[config.mk]
export PLATFORM = sky130hd
export DESIGN_NAME = chained_hash_multiset_table_unit_flat
export DESIGN_NICKNAME = d
export VERILOG_FILES = /design/src/design/chmt_pkg.sv /design/src/design/chmt_in_if.sv /design/src/design/chmt_out_if.sv /design/src/design/chmt_ctrl.sv /design/src/design/chmt_datapath.sv /design/src/design/chained_hash_multiset_table_unit.sv /design/src/flat_wrapper.sv
export SDC_FILE = /design/constraint.sdc
export NUM_CORES = 2
export LEC_CHECK = 0
export BUFFER_PORTS_ARGS = -buffer_cell sky130_fd_sc_hd__buf_2
export CAP_MARGIN = 20
export CELL_PAD_IN_SITES_DETAIL_PLACEMENT = 0
export CELL_PAD_IN_SITES_GLOBAL_PLACEMENT = 1
export CORE_ASPECT_RATIO = 1.4
export CORE_MARGIN = 2
export CORE_UTILIZATION = 57
export DETAILED_ROUTE_END_ITERATION = 10
export PLACE_DENSITY = 0.75
export SLEW_MARGIN = 10
export SYNTH_ARGS = -nofsm -noshare
export SYNTH_HDL_FRONTEND = slang
export SYNTH_SLANG_ARGS = --single-unit
[constraint.sdc]
create_clock -name clk -period 6.49 [get_ports clk]
set_input_delay 1.298 -clock clk [delete_from_list [all_inputs] [get_ports clk]]
set_output_delay 1.298 -clock clk [all_outputs]
set_load 0.05 [all_outputs]
[src/design/chmt_pkg.sv]
package chmt_pkg;

	localparam int OP_W   = 3;
	localparam int KEY_W  = 16;
	localparam int DATE_W = 32;
	localparam int CNT_W  = 4;

	localparam logic [CNT_W-1:0] CNT_MAX = '1;

	localparam int BUCKETS_DEF          = 10;
	localparam int SLOTS_PER_BUCKET_DEF = 8;

	typedef enum logic [OP_W-1:0] {
		OP_INSERT     = 3'd0,
		OP_COUNT      = 3'd1,
		OP_QUERY      = 3'd2,
		OP_REMOVE_ONE = 3'd3,
		OP_REMOVE_ALL = 3'd4
	} op_t;

	typedef enum logic [2:0] {
		ST_IDLE,
		ST_HASH1,
		ST_HASH2,
		ST_HASH3,
		ST_SCAN,
		ST_LAST,
		ST_COMMIT,
		ST_RESP
	} state_t;

	typedef struct packed {
		logic load;
		logic hash1;
		logic hash2;
		logic hash3;
		logic scan;
		logic commit;
		logic respond;
	} cmd_t;

	typedef struct packed {
		logic scan_last;
		logic out_free;
	} sts_t;

endpackage

[src/design/chmt_in_if.sv]
interface chmt_in_if;
	logic                          valid;
	logic                          ready;
	logic [chmt_pkg::OP_W-1:0]     op;
	logic [chmt_pkg::KEY_W-1:0]    record_key;
	logic [chmt_pkg::DATE_W-1:0]   date_code;

	modport source(output valid, op, record_key, date_code, input ready);
	modport sink(input valid, op, record_key, date_code, output ready);
endinterface

[src/design/chmt_out_if.sv]
interface chmt_out_if;
	logic                          valid;
	logic                          ready;
	logic [chmt_pkg::CNT_W-1:0]    match_count;
	logic                          found;
	logic                          status;

	modport source(output valid, match_count, found, status, input ready);
	modport sink(input valid, match_count, found, status, output ready);
endinterface

[src/design/chmt_ctrl.sv]
module chmt_ctrl (
	input  logic            clk,
	input  logic            arst_n,
	input  logic            req_valid,
	output logic            req_ready,
	input  chmt_pkg::sts_t  sts,
	output chmt_pkg::cmd_t  cmd
);

	chmt_pkg::state_t state_q;
	chmt_pkg::state_t state_next;

	always_ff @(posedge clk or negedge arst_n) begin
		if (!arst_n) begin
			state_q <= chmt_pkg::ST_IDLE;
		end else begin
			state_q <= state_next;
		end
	end

	always_comb begin
		state_next = state_q;
		case (state_q)
			chmt_pkg::ST_IDLE: begin
				if (req_valid) state_next = chmt_pkg::ST_HASH1;
			end
			chmt_pkg::ST_HASH1:  state_next = chmt_pkg::ST_HASH2;
			chmt_pkg::ST_HASH2:  state_next = chmt_pkg::ST_HASH3;
			chmt_pkg::ST_HASH3:  state_next = chmt_pkg::ST_SCAN;
			chmt_pkg::ST_SCAN: begin
				if (sts.scan_last) state_next = chmt_pkg::ST_LAST;
			end
			chmt_pkg::ST_LAST:   state_next = chmt_pkg::ST_COMMIT;
			chmt_pkg::ST_COMMIT: state_next = chmt_pkg::ST_RESP;
			chmt_pkg::ST_RESP: begin
				if (sts.out_free) state_next = chmt_pkg::ST_IDLE;
			end
			default:             state_next = chmt_pkg::ST_IDLE;
		endcase
	end

	always_comb begin
		req_ready   = (state_q == chmt_pkg::ST_IDLE);
		cmd         = '0;
		cmd.load    = (state_q == chmt_pkg::ST_IDLE) && req_valid;
		cmd.hash1   = (state_q == chmt_pkg::ST_HASH1);
		cmd.hash2   = (state_q == chmt_pkg::ST_HASH2);
		cmd.hash3   = (state_q == chmt_pkg::ST_HASH3);
		cmd.scan    = (state_q == chmt_pkg::ST_SCAN);
		cmd.commit  = (state_q == chmt_pkg::ST_COMMIT);
		cmd.respond = (state_q == chmt_pkg::ST_RESP) && sts.out_free;
	end

endmodule

[src/design/chmt_datapath.sv]
module chmt_datapath #(
	parameter int BUCKETS          = chmt_pkg::BUCKETS_DEF,
	parameter int SLOTS_PER_BUCKET = chmt_pkg::SLOTS_PER_BUCKET_DEF
) (
	input  logic                          clk,
	input  logic                          arst_n,
	input  logic [chmt_pkg::OP_W-1:0]     op,
	input  logic [chmt_pkg::KEY_W-1:0]    record_key,
	input  logic [chmt_pkg::DATE_W-1:0]   date_code,
	input  chmt_pkg::cmd_t                cmd,
	output chmt_pkg::sts_t                sts,
	input  logic                          rsp_ready,
	output logic                          rsp_valid,
	output logic [chmt_pkg::CNT_W-1:0]    match_count,
	output logic                          found,
	output logic                          status
);

	localparam int KW    = chmt_pkg::KEY_W;
	localparam int BW    = (BUCKETS > 1) ? $clog2(BUCKETS) : 1;
	localparam int SW    = (SLOTS_PER_BUCKET > 1) ? $clog2(SLOTS_PER_BUCKET) : 1;
	localparam int AW    = BW + SW;
	localparam int DEPTH = BUCKETS * (2 ** SW);
	localparam int RW    = BW + 1;
	localparam int PW    = 2 * KW + 1;
	localparam int QW    = KW + 8;

	// The quotient estimate from this reciprocal is the true quotient or one less,
	// so the remainder lands below twice the bucket count.
	localparam logic [KW:0]    RECIP     = (KW + 1)'((33'd1 << KW) / BUCKETS);
	localparam logic [RW-1:0]  BUCKETS_R = RW'(BUCKETS);
	localparam logic [SW-1:0]  LAST_SLOT = SW'(SLOTS_PER_BUCKET - 1);

	logic [chmt_pkg::OP_W-1:0]    op_q;
	logic [KW-1:0]                key_q;
	logic [chmt_pkg::DATE_W-1:0]  date_q;

	logic [PW-1:0]  prod_s1;
	logic [RW-1:0]  rem_s2;
	logic [BW-1:0]  bucket_q;

	logic [SW-1:0]  slot_q;
	logic           chk_q;
	logic [SW-1:0]  rd_slot_q;
	logic           rd_valid_q;
	logic [KW-1:0]  rd_key_q;
	logic [chmt_pkg::DATE_W-1:0] rd_date_q;

	logic                        hit_q;
	logic [SW-1:0]               hit_slot_q;
	logic [chmt_pkg::CNT_W-1:0]  cnt_q;

	logic [DEPTH-1:0]             valid_q;
	logic [KW-1:0]                mem_key  [DEPTH];
	logic [chmt_pkg::DATE_W-1:0]  mem_date [DEPTH];

	logic                        out_valid_q;
	logic [chmt_pkg::CNT_W-1:0]  out_count_q;
	logic                        out_found_q;
	logic                        out_status_q;

	logic [KW-1:0]  q_est;
	logic [QW-1:0]  qb;
	logic [QW-1:0]  diff;
	logic [BW-1:0]  bucket_next;
	logic [AW-1:0]  scan_addr;
	logic [AW-1:0]  chk_addr;
	logic [AW-1:0]  hit_addr;
	logic           is_insert;
	logic           is_count;
	logic           is_query;
	logic           is_rem_one;
	logic           is_rem_all;
	logic           key_hit;
	logic           pair_hit;
	logic           first_free;

	assign q_est       = prod_s1[KW +: KW];
	assign qb          = QW'(q_est) * QW'(BUCKETS);
	assign diff        = QW'(key_q) - qb;
	assign bucket_next = (rem_s2 >= BUCKETS_R) ? BW'(rem_s2 - BUCKETS_R) : rem_s2[BW-1:0];

	assign scan_addr = {bucket_q, slot_q};
	assign chk_addr  = {bucket_q, rd_slot_q};
	assign hit_addr  = {bucket_q, hit_slot_q};

	assign is_insert  = (op_q == chmt_pkg::OP_INSERT);
	assign is_count   = (op_q == chmt_pkg::OP_COUNT);
	assign is_query   = (op_q == chmt_pkg::OP_QUERY);
	assign is_rem_one = (op_q == chmt_pkg::OP_REMOVE_ONE);
	assign is_rem_all = (op_q == chmt_pkg::OP_REMOVE_ALL);

	// Stored key and date only count while the slot's valid bit is set.
	assign key_hit    = chk_q && rd_valid_q && (rd_key_q == key_q);
	assign pair_hit   = key_hit && (rd_date_q == date_q) && !hit_q && (is_query || is_rem_one);
	assign first_free = chk_q && !rd_valid_q && !hit_q && is_insert;

	assign sts.scan_last = (slot_q == LAST_SLOT);
	assign sts.out_free  = !out_valid_q || rsp_ready;

	always_ff @(posedge clk) begin
		if (cmd.load) begin
			op_q   <= op;
			key_q  <= record_key;
			date_q <= date_code;
		end
		if (cmd.hash1) prod_s1 <= PW'(key_q) * PW'(RECIP);
		if (cmd.hash2) rem_s2 <= diff[RW-1:0];
		if (cmd.hash3) bucket_q <= bucket_next;
	end

	always_ff @(posedge clk or negedge arst_n) begin
		if (!arst_n) begin
			slot_q     <= '0;
			chk_q      <= 1'b0;
			rd_slot_q  <= '0;
			rd_valid_q <= 1'b0;
			hit_q      <= 1'b0;
			hit_slot_q <= '0;
			cnt_q      <= '0;
		end else begin
			chk_q <= cmd.scan;
			if (cmd.load) begin
				slot_q <= '0;
				hit_q  <= 1'b0;
				cnt_q  <= '0;
			end else if (cmd.scan) begin
				slot_q <= slot_q + SW'(1);
			end
			if (cmd.scan) begin
				rd_slot_q  <= slot_q;
				rd_valid_q <= valid_q[scan_addr];
			end
			if (first_free || pair_hit) begin
				hit_q      <= 1'b1;
				hit_slot_q <= rd_slot_q;
			end
			if (is_count && key_hit && (cnt_q != chmt_pkg::CNT_MAX)) begin
				cnt_q <= cnt_q + chmt_pkg::CNT_W'(1);
			end
		end
	end

	always_ff @(posedge clk or negedge arst_n) begin
		if (!arst_n) begin
			valid_q <= '0;
		end else begin
			// The slot's valid bit was already sampled, so clearing it mid-scan is safe.
			if (is_rem_all && key_hit) valid_q[chk_addr] <= 1'b0;
			if (cmd.commit && hit_q) begin
				if (is_insert) begin
					valid_q[hit_addr] <= 1'b1;
				end else if (is_rem_one) begin
					valid_q[hit_addr] <= 1'b0;
				end
			end
		end
	end

	always_ff @(posedge clk) begin
		if (cmd.commit && hit_q && is_insert) begin
			mem_key[hit_addr]  <= key_q;
			mem_date[hit_addr] <= date_q;
		end
		if (cmd.scan) begin
			rd_key_q  <= mem_key[scan_addr];
			rd_date_q <= mem_date[scan_addr];
		end
	end

	always_ff @(posedge clk or negedge arst_n) begin
		if (!arst_n) begin
			out_valid_q <= 1'b0;
		end else if (cmd.respond) begin
			out_valid_q <= 1'b1;
		end else if (rsp_ready) begin
			out_valid_q <= 1'b0;
		end
	end

	always_ff @(posedge clk) begin
		if (cmd.respond) begin
			out_count_q  <= is_count ? cnt_q : '0;
			out_found_q  <= (is_query || is_rem_one) && hit_q;
			out_status_q <= is_insert && !hit_q;
		end
	end

	assign rsp_valid   = out_valid_q;
	assign match_count = out_count_q;
	assign found       = out_found_q;
	assign status      = out_status_q;

endmodule

[src/design/chained_hash_multiset_table_unit.sv]
// Channel  Direction  Word
// req      in         op, record_key, date_code
// rsp      out        match_count, found, status
//
// One word on req passes from its acceptance to the earliest acceptance of the next word
// through three steps of bucket hashing, a bucket scan of one slot per cycle through the
// table's single read port, the last compare, the table update, loading the result, and
// the idle state in which req is ready again.
// The result sits in an output register, so a new word is taken while it waits;
// a stalled rsp holds the next result only at its final load.
// Reset clears every valid bit at once; no clearing pass is needed.
module chained_hash_multiset_table_unit #(
	parameter int BUCKETS          = chmt_pkg::BUCKETS_DEF,
	parameter int SLOTS_PER_BUCKET = chmt_pkg::SLOTS_PER_BUCKET_DEF
) (
	input  logic        clk,
	input  logic        arst_n,
	chmt_in_if.sink     req,
	chmt_out_if.source  rsp
);

	chmt_pkg::cmd_t cmd;
	chmt_pkg::sts_t sts;

	chmt_ctrl u_ctrl (
		.clk       (clk),
		.arst_n    (arst_n),
		.req_valid (req.valid),
		.req_ready (req.ready),
		.sts       (sts),
		.cmd       (cmd)
	);

	chmt_datapath #(
		.BUCKETS          (BUCKETS),
		.SLOTS_PER_BUCKET (SLOTS_PER_BUCKET)
	) u_datapath (
		.clk         (clk),
		.arst_n      (arst_n),
		.op          (req.op),
		.record_key  (req.record_key),
		.date_code   (req.date_code),
		.cmd         (cmd),
		.sts         (sts),
		.rsp_ready   (rsp.ready),
		.rsp_valid   (rsp.valid),
		.match_count (rsp.match_count),
		.found       (rsp.found),
		.status      (rsp.status)
	);

	a_cmd_exclusive: assert property (@(posedge clk) disable iff (!arst_n)
		$onehot0(cmd))
		else $error("more than one datapath command at once");

	a_busy_after_accept: assert property (@(posedge clk) disable iff (!arst_n)
		(req.valid && req.ready) |=> !req.ready)
		else $error("new word taken while an operation is in flight");

	a_found_status_excl: assert property (@(posedge clk) disable iff (!arst_n)
		rsp.valid |-> !(rsp.found && rsp.status))
		else $error("found and status both set in one result");

	a_count_only: assert property (@(posedge clk) disable iff (!arst_n)
		(rsp.valid && (rsp.match_count != '0)) |-> (!rsp.found && !rsp.status))
		else $error("nonzero count together with found or status");

endmodule

[src/flat_wrapper.sv]
// flat-port wrapper written by rule: the top's interface ports become plain ports
module chained_hash_multiset_table_unit_flat 
#(
	parameter int BUCKETS          = chmt_pkg::BUCKETS_DEF,
	parameter int SLOTS_PER_BUCKET = chmt_pkg::SLOTS_PER_BUCKET_DEF
)
  (clk, arst_n, req_valid, req_op, req_record_key, req_date_code, req_ready, rsp_valid, rsp_match_count, rsp_found, rsp_status, rsp_ready);
  chmt_in_if req_i ();
  chmt_out_if rsp_i ();
  input  logic clk;
  input  logic arst_n;
  input wire logic [$bits(req_i.valid)-1:0] req_valid;
  input wire logic [$bits(req_i.op)-1:0] req_op;
  input wire logic [$bits(req_i.record_key)-1:0] req_record_key;
  input wire logic [$bits(req_i.date_code)-1:0] req_date_code;
  output wire logic [$bits(req_i.ready)-1:0] req_ready;
  output wire logic [$bits(rsp_i.valid)-1:0] rsp_valid;
  output wire logic [$bits(rsp_i.match_count)-1:0] rsp_match_count;
  output wire logic [$bits(rsp_i.found)-1:0] rsp_found;
  output wire logic [$bits(rsp_i.status)-1:0] rsp_status;
  input wire logic [$bits(rsp_i.ready)-1:0] rsp_ready;
  assign req_i.valid = req_valid;
  assign req_i.op = req_op;
  assign req_i.record_key = req_record_key;
  assign req_i.date_code = req_date_code;
  assign req_ready = req_i.ready;
  assign rsp_valid = rsp_i.valid;
  assign rsp_match_count = rsp_i.match_count;
  assign rsp_found = rsp_i.found;
  assign rsp_status = rsp_i.status;
  assign rsp_i.ready = rsp_ready;
  chained_hash_multiset_table_unit #(.BUCKETS(BUCKETS), .SLOTS_PER_BUCKET(SLOTS_PER_BUCKET)) u_core (.clk(clk), .arst_n(arst_n), .req(req_i), .rsp(rsp_i));
endmodule
==> run_summary.xml <==
<?xml version="1.0" encoding="UTF-8"?>
<metrics>
  <group name="pwr">
    <metric name="power.ir.vdd_worst" unit="mV">0.4748</metric>
    <metric name="internal-power" unit="mW">48.80</metric>
    <metric name="share_clk_of_total_power" unit="">0.323</metric>
    <metric name="power_density_normalized_to_cell_area" unit="nW/µm²">378.8</metric>
    <metric name="power.share.sequential" unit="">0.448</metric>
    <metric name="power_frac_comb" unit="">0.229</metric>
    <metric name="leakage" unit="nW">55.04</metric>
    <metric name="net-switching-power" unit="mW">17.94</metric>
    <metric name="sw_frac_of_total" unit="">0.2688</metric>
  </group>
  <group name="outcome">
    <metric name="outcome" unit="">complete, no violations</metric>
  </group>
  <group name="global_routing">
    <metric name="grt_first_pass_wirelength" unit="mm">578.1</metric>
    <metric name="global_route.usage.total" unit="">0.2972</metric>
    <metric name="antenna_violations_before_repair" unit="">17</metric>
    <metric name="first_global_vias" unit="">76360</metric>
    <metric name="grt_start_max_net_pins" unit="">131</metric>
    <metric name="gr-total-overflow" unit="">0</metric>
  </group>
  <group name="hold_path">
    <metric name="min_path_type" unit="">in -&gt; async</metric>
  </group>
  <group name="critical_path">
    <metric name="setup.worst_path.class" unit="">reg -&gt; reg</metric>
    <metric name="r2r.worst_path.cells" unit="">17</metric>
    <metric name="worst-endpoint-arrival" unit="ps">5310</metric>
    <metric name="worst_path_largest_cell_delay" unit="ps">520</metric>
    <metric name="critPathRequiredTime" unit="ps">7100</metric>
    <metric name="timing.critical_path.from_type" unit="">flop</metric>
    <metric name="timing.critical_path.from" unit="">u_core.u_datapath.key_q[3]$_DFFE_PP_</metric>
    <metric name="critical_path.cell_chain" unit="">buf_4, ha_1, xor2_1, ha_1, a21o_1, fa_1, fa_1, inv_1, fa_1, inv_1, ha_1, a21o_1, a21oi_1, nor2_1, nor2_1, o221ai_1, xnor2_1</metric>
    <metric name="beginning_of_the_worst_register_to_register_path" unit="">u_core.u_datapath.key_q[3]$_DFFE_PP_</metric>
    <metric name="slowest_stage" unit="">buf_4</metric>
    <metric name="critical_path_peak_fanout" unit="">53</metric>
    <metric name="critPathCaptureType" unit="">flop</metric>
  </group>
  <group name="logic_synthesis">
    <metric name="yosysTopAreaCellShare" unit="">0.7546</metric>
    <metric name="synth.largest_area_cell" unit="">edfxtp_1</metric>
    <metric name="synth_edf_count" unit="">3958</metric>
    <metric name="syn_area_per_cell" unit="µm²">23.34</metric>
    <metric name="post_synth_num_cell_types" unit="">53</metric>
    <metric name="async_flop_share" unit="">0.02464</metric>
    <metric name="synthesis.instances" unit="">6748</metric>
    <metric name="commonest_cells_post_synth" unit="">3958 x edfxtp_1, 1173 x mux4_2, 174 x nand2_1</metric>
    <metric name="sequential_element_share_of_the_synthesized_area" unit="">0.7705</metric>
    <metric name="yosys_warnings" unit="">0</metric>
    <metric name="synth.ff_latch_count" unit="">4058</metric>
    <metric name="primary_ff_master_synth" unit="">edfxtp_1</metric>
    <metric name="leading_cell_type_by_number_of_instances_after_synthesis" unit="">edfxtp_1</metric>
    <metric name="yosys-top-cells-area" unit="">edfxtp_1 75%, mux4_2 17%, dfrtp_1 1.6%, mux2i_1 0.92%, ha_1 0.60%</metric>
    <metric name="synthesis.area" unit="µm²">157500</metric>
    <metric name="syn_nets" unit="">6922</metric>
  </group>
  <group name="die">
    <metric name="starting_density" unit="">0.5721</metric>
    <metric name="row_count" unit="">228</metric>
    <metric name="die-area" unit="µm²">280600</metric>
    <metric name="placeableCoreArea" unit="µm²">275300</metric>
    <metric name="chipHeight" unit="µm">626.0</metric>
    <metric name="fp.dieW" unit="µm">448.3</metric>
    <metric name="ios" unit="">63</metric>
  </group>
  <group name="clock_tree">
    <metric name="clkSlewWorstSetupHoldPaths" unit="ps">60</metric>
    <metric name="tritoncts" unit="">built</metric>
    <metric name="cts_resized" unit="">0</metric>
    <metric name="clk_latency" unit="ps">920</metric>
    <metric name="post_cts.repair.setup_buffers" unit="">0</metric>
    <metric name="root_buffer" unit="">clkbuf_16</metric>
    <metric name="cts_max_level" unit="">5</metric>
    <metric name="post_cts_hold_buffer_count" unit="">0</metric>
    <metric name="max-clock-path-buffers" unit="">4</metric>
    <metric name="numCtsBuffers" unit="">367</metric>
    <metric name="clock-sinks" unit="">4058</metric>
  </group>
  <group name="detailed_routing">
    <metric name="first_pass_iters" unit="">8</metric>
    <metric name="postRouteWirelength" unit="mm">412.5</metric>
    <metric name="drtIter0Drc" unit="">9663</metric>
    <metric name="via_count" unit="">75050</metric>
    <metric name="detail_route.wl_per_cell" unit="µm">37.07</metric>
    <metric name="detail-route-antenna-nets" unit="">0</metric>
    <metric name="remaining_drc_errors" unit="">0</metric>
    <metric name="vias_per_cell" unit="">6.743</metric>
  </group>
  <group name="sta">
    <metric name="min_cycle_time_layout" unit="ps">4693</metric>
    <metric name="final_cycle_share" unit="">0.7231</metric>
    <metric name="max_slew_margin" unit="">0.1913</metric>
    <metric name="clock-skew-final" unit="ps">59.59</metric>
    <metric name="transition_time_of_the_tightest_slew_check_pin" unit="ps">1209</metric>
    <metric name="max_clock_freq" unit="MHz">213.1</metric>
    <metric name="setup_total_negative_slack" unit="ps">0</metric>
    <metric name="setup_violations" unit="">0</metric>
    <metric name="hold_violations" unit="">0</metric>
    <metric name="unrepaired_setup_endpoints_after_global_routing" unit="">no</metric>
    <metric name="slew_viol_final" unit="">0</metric>
  </group>
  <group name="place">
    <metric name="gp_routability_congestion" unit="">0.8555</metric>
    <metric name="detailedPlacementHpwl" unit="mm">237.7</metric>
    <metric name="io_buffers" unit="">62</metric>
  </group>
  <group name="cells_and_area">
    <metric name="area_delta_synth_final" unit="%">11.86</metric>
    <metric name="nets" unit="">7323</metric>
    <metric name="fill_cells" unit="">17950</metric>
    <metric name="fin_util" unit="">0.6400</metric>
    <metric name="post_route_cells_drive_above_1_share" unit="">0.2885</metric>
  </group>
  <group name="job">
    <metric name="maxCapViolCount" unit="">0</metric>
  </group>
</metrics>
final cells by class:
class / instances / area, µm² / share of cell area
antenna: 8 / 20.02 / 0.0001136
clock buffer: 457 / 9753 / 0.05536
clock inverter: 204 / 2032 / 0.01153
inverter: 119 / 446.7 / 0.002535
multi-input combinational: 2240 / 34830 / 0.1977
sequential: 4058 / 121400 / 0.6889
tap: 3680 / 4604 / 0.02613
timing repair buffer: 363 / 3123 / 0.01773
worst paths after layout:
| kind | end | slack (ps) |
|---|---|---|
| min in group clk | u_core.u_datapath.bucket_q[0]$_DFFE_PP_ | 500 |
| min reg2reg | u_core.u_datapath.bucket_q[0]$_DFFE_PP_ | 500 |
| max in group asynchronous | u_core.u_datapath.valid_q[5]$_DFF_PN0_ | 4690 |
| max reg2reg | u_core.u_datapath.prod_s1[19]$_DFFE_PP_ | 1800 |
| max | u_core.u_datapath.prod_s1[19]$_DFFE_PP_ | 1800 |
| min | u_core.u_datapath.cnt_q[3]$_DFFE_PN0P_ | 410 |
cells in the final DEF, fill, tap and decap left out, types with 4 or more instances in the layout:
cell type      n
nor3_1         7
inv_6          9
ha_1          76
edfxtp_1    3958
nor3b_1        4
mux2i_1      145
dfrtp_1       97
buf_2         61
o21ai_0       89
a21o_1         7
clkbuf_8       4
xor2_1         7
a22oi_1       56
nor2_1        20
o21a_1         5
and2_1        11
a21oi_1       91
clkbuf_16    376
buf_4        258
clkinvlp_4    24
nand4_1       25
nor2_4        81
inv_16         4
xnor2_1       62
clkinv_2      58
bufinv_16     36
nor2b_1       12
o211ai_1      96
clkinv_1      69
buf_12        44
inv_1        116
fa_1          43
nand3_1       16
mux4_2      1173
nand2_1      174
diode_2        8
clkbuf_1      77
power by group through the flow:
stage,Clock [mW],Sequential (mW),Combinational [mW]
2_1_floorplan,0,30.5,10.9
4_1_cts,21.8,29.9,15.5
3_5_place_dp,0,30.5,15.5
6_report,21.5,29.9,15.3
5_1_grt,22.7,29.9,16.3
3_3_place_gp,0,30.5,15.4
state kept, by name, summed over array words and instances (netlist names), 4 cells and up:
signal                         count
u_core.u_datapath.cnt_q            4
u_core.u_datapath.bucket_q         4
u_core.u_datapath.rd_key_q        16
u_core.u_datapath.rem_s2           5
u_core.u_datapath.valid_q         80
u_core.u_datapath.mem_key       1280
u_core.u_datapath.mem_date      2560
u_core.u_datapath.match_count      4
u_core.u_datapath.prod_s1          4
u_core.u_datapath.key_q           16
u_core.u_datapath.date_q          32
u_core.u_datapath.rd_date_q       32
stage by stage:
| step | cell area, µm² | setup slack [ps] | std cells | hold WS, ps | power [mW] |
|---|---|---|---|---|---|
| CTS | 176100 | 1754 | 11120 | 383.6 | 67.19 |
| finish | 176200 | 1797 | 11130 | 405.4 | 66.74 |
| global placement | 164300 | 1766 | 10460 | 477.5 | 45.82 |
| detailed placement | 164400 | 1798 | 10460 | 486.7 | 45.92 |
| floorplan | 157500 | 1380 | 6748 | 438.7 | 41.41 |
| global route | 176200 | 1541 | 11120 | 424.8 | 68.92 |
kinds of logic (layout without fill, tap and decap cells):
kind of cell | after synthesis | in the layout | synth area share
compound gates | 353 | 353 | 0.01398
xor+xnor | 69 | 69 | 0.003837
fa+ha+maj | 119 | 119 | 0.01150
buf+inv | 450 | 1143 | 0.01236
flops | 4058 | 4058 | 0.7705
mux | 1322 | 1322 | 0.1772
other cells | 0 | 8 | 0
simple gates | 377 | 377 | 0.01060
metal layers:
layer  wire length [µm]  up-vias  share of wire  GRT usage
met3              34000      738          0.082    0.04696
met5                 11        -       0.000027          0
li1                   -    29450              -          -
met1             152200    40830           0.37     0.4040
met4              15800        2          0.038     0.1013
met2             210500     4023           0.51     0.4965
critical path, delay by kind of cell, from the launching register on:
kind | cells | cell delay, ps
XOR/XNOR | 2 | 310
flip-flops | 1 | 350
adder cells (fa/ha/maj) | 6 | 2330
AND/OR/NAND/NOR | 2 | 160
AO/OA/AOI/OAI | 4 | 640
buffers and inverters | 3 | 620
Power figures use the tool's default switching activity.
